--- src/rtl/crc_pkg.sv ---
// Shared types and constants for the circle raster canvas.
package crc_pkg;

  // Operation codes carried by the operation field
  typedef enum logic [1:0] {
    OP_CLEAR = 2'd0,
    OP_DRAW  = 2'd1,
    OP_READ  = 2'd2
  } op_e;

  // Register indexes on the APB port (byte address = 4 * index)
  localparam logic [1:0] REG_CANVAS_WIDTH  = 2'd0;
  localparam logic [1:0] REG_CANVAS_HEIGHT = 2'd1;
  localparam logic [1:0] REG_BG_CHAR       = 2'd2;

  localparam int PADDR_W = 4;

  localparam logic [8:0] RST_CANVAS_WIDTH  = 9'd256;
  localparam logic [8:0] RST_CANVAS_HEIGHT = 9'd256;
  localparam logic [7:0] RST_BG_CHAR       = 8'd32;

  // Q.8 fixed point: one pixel is 256, one pixel squared is 65536
  localparam int R_ONE     = 256;
  localparam int SQ_ONE    = 65536;
  localparam int PIX_SHIFT = 9;

  typedef enum logic [2:0] {
    ST_IDLE,
    ST_DECODE,
    ST_SETUP,
    ST_SCAN,
    ST_RADDR,
    ST_RMEM,
    ST_DONE
  } state_e;

  typedef struct packed {
    logic idle;
    logic load;
    logic setup_step;
    logic scan_init;
    logic scan_step;
    logic addr_calc;
    logic mem_rd;
    logic res_load;
  } cmd_t;

  typedef struct packed {
    logic [1:0] op;
    logic       radius_zero;
    logic       empty;
    logic       read_out;
    logic       setup_last;
    logic       scan_last;
  } status_t;

endpackage

--- src/rtl/crc_ctrl.sv ---
// Sequencer for the circle raster canvas: decode, square setup, scan, read, result.
module crc_ctrl (
  input  logic             clk_i,
  input  logic             rst_ni,
  input  logic             in_valid_i,
  input  logic             out_free_i,
  input  crc_pkg::status_t status_i,
  output crc_pkg::cmd_t    cmd_o
);

  crc_pkg::state_e state_q, state_d;

  always_ff @(posedge clk_i or negedge rst_ni) begin
    if (!rst_ni) begin
      state_q <= crc_pkg::ST_IDLE;
    end else begin
      state_q <= state_d;
    end
  end

  always_comb begin
    state_d = state_q;
    case (state_q)
      crc_pkg::ST_IDLE: begin
        if (in_valid_i) state_d = crc_pkg::ST_DECODE;
      end
      crc_pkg::ST_DECODE: begin
        case (status_i.op)
          crc_pkg::OP_CLEAR: begin
            state_d = status_i.empty ? crc_pkg::ST_DONE : crc_pkg::ST_SCAN;
          end
          crc_pkg::OP_DRAW: begin
            state_d = (status_i.radius_zero || status_i.empty) ?
                      crc_pkg::ST_DONE : crc_pkg::ST_SETUP;
          end
          crc_pkg::OP_READ: begin
            state_d = status_i.read_out ? crc_pkg::ST_DONE : crc_pkg::ST_RADDR;
          end
          default: state_d = crc_pkg::ST_DONE;
        endcase
      end
      crc_pkg::ST_SETUP: begin
        if (status_i.setup_last) state_d = crc_pkg::ST_SCAN;
      end
      crc_pkg::ST_SCAN: begin
        if (status_i.scan_last) state_d = crc_pkg::ST_DONE;
      end
      crc_pkg::ST_RADDR: state_d = crc_pkg::ST_RMEM;
      crc_pkg::ST_RMEM:  state_d = crc_pkg::ST_DONE;
      crc_pkg::ST_DONE: begin
        if (out_free_i) state_d = crc_pkg::ST_IDLE;
      end
      default: state_d = crc_pkg::ST_IDLE;
    endcase
  end

  always_comb begin
    cmd_o = '0;
    case (state_q)
      crc_pkg::ST_IDLE: begin
        cmd_o.idle = 1'b1;
        cmd_o.load = in_valid_i;
      end
      crc_pkg::ST_DECODE: begin
        cmd_o.scan_init = (status_i.op == crc_pkg::OP_CLEAR) && !status_i.empty;
      end
      crc_pkg::ST_SETUP: begin
        cmd_o.setup_step = 1'b1;
        cmd_o.scan_init  = status_i.setup_last;
      end
      crc_pkg::ST_SCAN:  cmd_o.scan_step = 1'b1;
      crc_pkg::ST_RADDR: cmd_o.addr_calc = 1'b1;
      crc_pkg::ST_RMEM:  cmd_o.mem_rd = 1'b1;
      crc_pkg::ST_DONE:  cmd_o.res_load = out_free_i;
      default: cmd_o = '0;
    endcase
  end

endmodule

--- config.mk ---
export PLATFORM = sky130hd
export DESIGN_NAME = crc_ctrl
export DESIGN_NICKNAME = d
export VERILOG_FILES = /design/src/rtl/crc_pkg.sv /design/src/rtl/crc_ctrl.sv
export SDC_FILE = /design/constraint.sdc
export NUM_CORES = 1
export LEC_CHECK = 0
export BUFFER_PORTS_ARGS = -buffer_cell sky130_fd_sc_hd__buf_2
export CELL_PAD_IN_SITES_DETAIL_PLACEMENT = 2
export CELL_PAD_IN_SITES_GLOBAL_PLACEMENT = 2
export CORE_UTILIZATION = 18
export CTS_CLUSTER_SIZE = 12
export DETAILED_ROUTE_END_ITERATION = 7
export PLACE_DENSITY = 0.75
export SETUP_SLACK_MARGIN = 0.02
export SLEW_MARGIN = 5
export SYNTH_ARGS = -nofsm -noshare
export SYNTH_HDL_FRONTEND = slang
export SYNTH_SLANG_ARGS = --single-unit
--- constraint.sdc ---
create_clock -name clk_i -period 2.55 [get_ports clk_i]
set_clock_uncertainty 0.15 [all_clocks]
set_input_delay 0.1275 -clock clk_i [delete_from_list [all_inputs] [get_ports clk_i]]
set_output_delay 0.1275 -clock clk_i [all_outputs]
set_load 0.005 [all_outputs]
### After elaboration in Yosys (flattened, before gate mapping)

Index checks and enable logic that the tools add are counted.

* bits in registers: 3
* logic and storage cells: 35
* output and inout port bits: 8
* bits of input ports: 11

* multiplexer cells: 16
* reductions and logical operators: 6
* equal/unequal tests: 12

Operators by type and width (count)
* 3-bit one-hot mux with 7 select lines: 1
* 3-bit two-way mux: 6
* 3-bit == test (second input constant): 3
* 3-bit one-hot mux with 3 select lines: 1
* 2-bit != test (second input constant): 4
* 3-bit by 2-bit == test with 1-bit output (second input constant): 2
* 1-bit two-way mux: 5
* 2-bit two-way mux: 2
* 4-bit AND reduction: 1
* 3-bit by 1-bit == test with 1-bit output (second input constant): 1
* 3-bit logical NOT: 1
* 2-bit by 1-bit == test with 1-bit output (second input constant): 1
* 2-bit == test (second input constant): 1
* 2-bit logical NOT: 1
* 1-bit one-hot mux with 2 select lines: 1
* 1-bit logical AND: 1
* 1-bit logical NOT: 1
* 1-bit logical OR: 1

### Depth between registers and ports, before layout

* depth in word-level cells: 4
* gate-level depth with buffers: 4

### Worst setup path after synthesis

OpenSTA, ideal clock, no wires.

* path type: register to register
* from: register state_q[0]
* to: register state_q[0]
* data arrival time: 1.045 ns
* setup time: 0.124 ns
* period minus slack after synthesis: 1.319 ns
* required time: 2.276 ns
* setup slack: 1.231 ns
* cell stages (with the launch flop): 5
* buffers on the path: 1
* path through: dfrtp_1 -> buf_6 -> nor3b_1 -> a32o_1 -> a211o_1

* longest elaborated chain between the ends: 3

Ends and longest elaborated chain
* start, declared: line crc_ctrl.sv:11 `crc_pkg::state_e state_q, state_d;`
* start signal, assigned: line crc_ctrl.sv:15 `state_q <= crc_pkg::ST_IDLE;`
* start signal, assigned: line crc_ctrl.sv:17 `state_q <= state_d;`
* 3-bit by 2-bit == test with 1-bit output (tied with other cells): line crc_ctrl.sv:23 `case (state_q)`
* 2-bit != test (no line)
* 4-bit AND reduction (no line)

Parallel ways exist; a longest one is shown, timed or not.
A chain may end at the register's enable or synchronous reset.

==> metrics.yaml <==
status: "finished clean"
fin_crit_sh_pct: 64.07
synth_edf_count: 0
dp.cells: 63
drt_iter0_drc: 5
via_count: 304
cp_cell_sequence: "nor3_1 -> a32o_1 -> buf_2"
reg_top3: "state_q x3"
grt_pass1_vias: 296
critPathCaptureType: "output pin"
yosysWarnings: 0
fillers: 177
die_y_um: 39.66
fp-row-count: 13
cap_violations: 0
cts_buffer_depth: 2
rsz0062_at_grt: "no"
cpPeakStageDelay_ns: 0.49
antenna_found_initial: 0
core_area_mm2: 0.001318
overflow: 0
synth_ff_type: "dfrtp_1"
hold_ws_ns: 0.03112
hp-class: "in -> reg"
cpLargestDelayFamily: "flip-flops"
p_int_w: 0.0002348
grt_pass1_wl_um: 1207
die_w_um: 39.66
seqPwrFrac_pct: 34.3
startpoint_type: "flop"
synth.distinct_cells: 21
comb_power_share_pct: 45.3
dieArea_mm2: 0.001573
insertion_delay_ns: 0.23
r2r_cells: 3
holdPathStages: 3
crit_buf_inv: 1
cts.clk_slew.worst_paths_ns: 0.04
nNetsFinal: 65
drive_gt1_share_pct: 41.51
drt-total-wl_um: 785
synth_top_area_share_pct: 29.41
dp_hpwl_um: 597.9
syn_area_per_cell_um2: 7.735
drtAntennaViolNets: 0
synth_most_common_cell: "nor2_1"
placed_cell_area_um2: 340.3
slew_headroom_pct: 76.53
leakage_nw: 0.2032
routed_via_density: 4.471
slew_viol_final: 0
io_buffers: 18
synth_top_area_cell: "dfrtp_1"
synth_area_um2: 255.2
grt_max_degree: 13
cts_inserted_buffers: 3
gp_congestion: 0.6560
regMostFlops: "state_q"
htreeDepth: 1
cp_slowest_cell: "dfrtp_1"
ir_drop_uv: 344.2
cts_resized: 0
syn2layout_area_growth_pct: 47.55
io_pins: 19
drt_pre_antenna_iters: 3
finalNonFillerCells: 68
cp_data_arrival_time_ns: 1.36
syn-num-nets: 44
root_buffer: "clkbuf_4"
critPathKind: "reg -> out"
finalCriticalPeriod_ns: 1.634
worstPathRequired_ns: 2.27
n_antenna_cell: 0
wl_per_cell_um: 11.54
pwr-share-clk_pct: 20.4
hold_viol: 0
fmaxAchievable_ghz: 0.6121
path_depth: 3
synth_cells: 33
synth_seq_area_share_pct: 29.41
path_max_fanout: 12
tightest_slew_ns: 0.3520
cts_tree: "done"
cts_sinks: 3
p_sw_share_pct: 42.89
synth_area_leaders: "dfrtp_1, nor3_1, nor2_1, and2_1, buf_6"
setup_viol: 0
power_switching_w: 0.0001763
powerDensity_mw_per_mm2: 1092
post-route-drc-count: 0
async_flop_share_pct: 100.0
largest_reg_flops: 3
grt.total_usage_pct: 12.00
stdcell_area_um2: 376.6
initial_core_util_pct: 19.37
final_util_pct: 28.59
synth-seq-cells: 3
synth_common_cells: "nor2_1, dfrtp_1, nand2_1, nor3_1"
final.setup.tns_ns: 0
-- layout make-up --
cell class | instances | area, um^2 | area share, %
Sequential cell | 3 | 75.07 | 19.93
Timing Repair Buffer | 19 | 100.1 | 26.58
Clock buffer | 4 | 26.28 | 6.977
Multi-Input combinational cell | 25 | 148.9 | 39.53
Tap cell | 15 | 18.77 | 4.983
Inverter | 2 | 7.507 | 1.993
-- worst reg2reg max path: stages (launching register included) --
cell     delay, ns
dfrtp_1       0.54
nor2_2        0.09
a32o_1        0.29
a211o_1       0.23
-- cell families (layout without fill, tap and decap cells) --
kind of cell / Yosys count / count (layout) / synth area share, %
AOI/OAI and AO/OA: 8 / 8 / 23.04
buffers and inverters: 5 / 25 / 12.25
DFF: 3 / 3 / 29.41
and+or+nand+nor: 17 / 17 / 35.30
-- metal layers --
layer,vias up,routed length (um),GRT usage (%)
li1,157,-,-
met1,136,390,14.63
met2,11,349,16.80
met3,0,45,3.409
met4,0,0,10.34
met5,-,0,0
-- per-stage QoR --
step / setup slack [ns] / total power (W)
6_report: 0.9162 / 0.0004112
5_1_grt: 0.8138 / 0.0004496
4_1_cts: 0.9005 / 0.0004207
3_5_place_dp: 1.135 / 0.0003304
3_3_place_gp: 1.152 / 0.0003276
2_1_floorplan: 1.231 / 0.0002770
-- final timing paths --
path,endpoint,slack [ns],startpoint
min in group asynchronous,state_q[1],0.07,rst_ni
worst max-delay path,cmd_o[4],0.92,state_q[1]
max in group asynchronous,state_q[0],2.08,rst_ni
worst min-delay path,state_q[1],0.03,status_i[2]
worst max register to register,state_q[0],1.13,state_q[2]
worst min register to register,state_q[1],0.53,state_q[0]
-- power by group through the flow --
stage / Clock [W] / Combinational (W) / Sequential, W
6_report: 0.0000837 / 0.000186 / 0.000141
5_1_grt: 0.0000907 / 0.000208 / 0.000151
4_1_cts: 0.0000881 / 0.000191 / 0.000142
3_5_place_dp: 0 / 0.000188 / 0.000143
3_3_place_gp: 0 / 0.000187 / 0.000141
2_1_floorplan: 0 / 0.000194 / 0.0000831
-- cell usage in the layout (no fill, tap or decap), types with 2 or more instances in the layout --
cell      count
nor2_1        4
dfrtp_1       3
inv_1         2
buf_2        18
and2_1        2
nand2_1       3
a21oi_1       2
nor3_1        3
clkbuf_4      3
-- what timing repair did --
item | CTS | global route
hold buffers | 1 | 0
setup endpoints to repair | 0 | 0
buffers inserted | 0 | 0
hold endpoints to repair | 3 | 0
No activity file was read; power rests on OpenSTA's default activity.
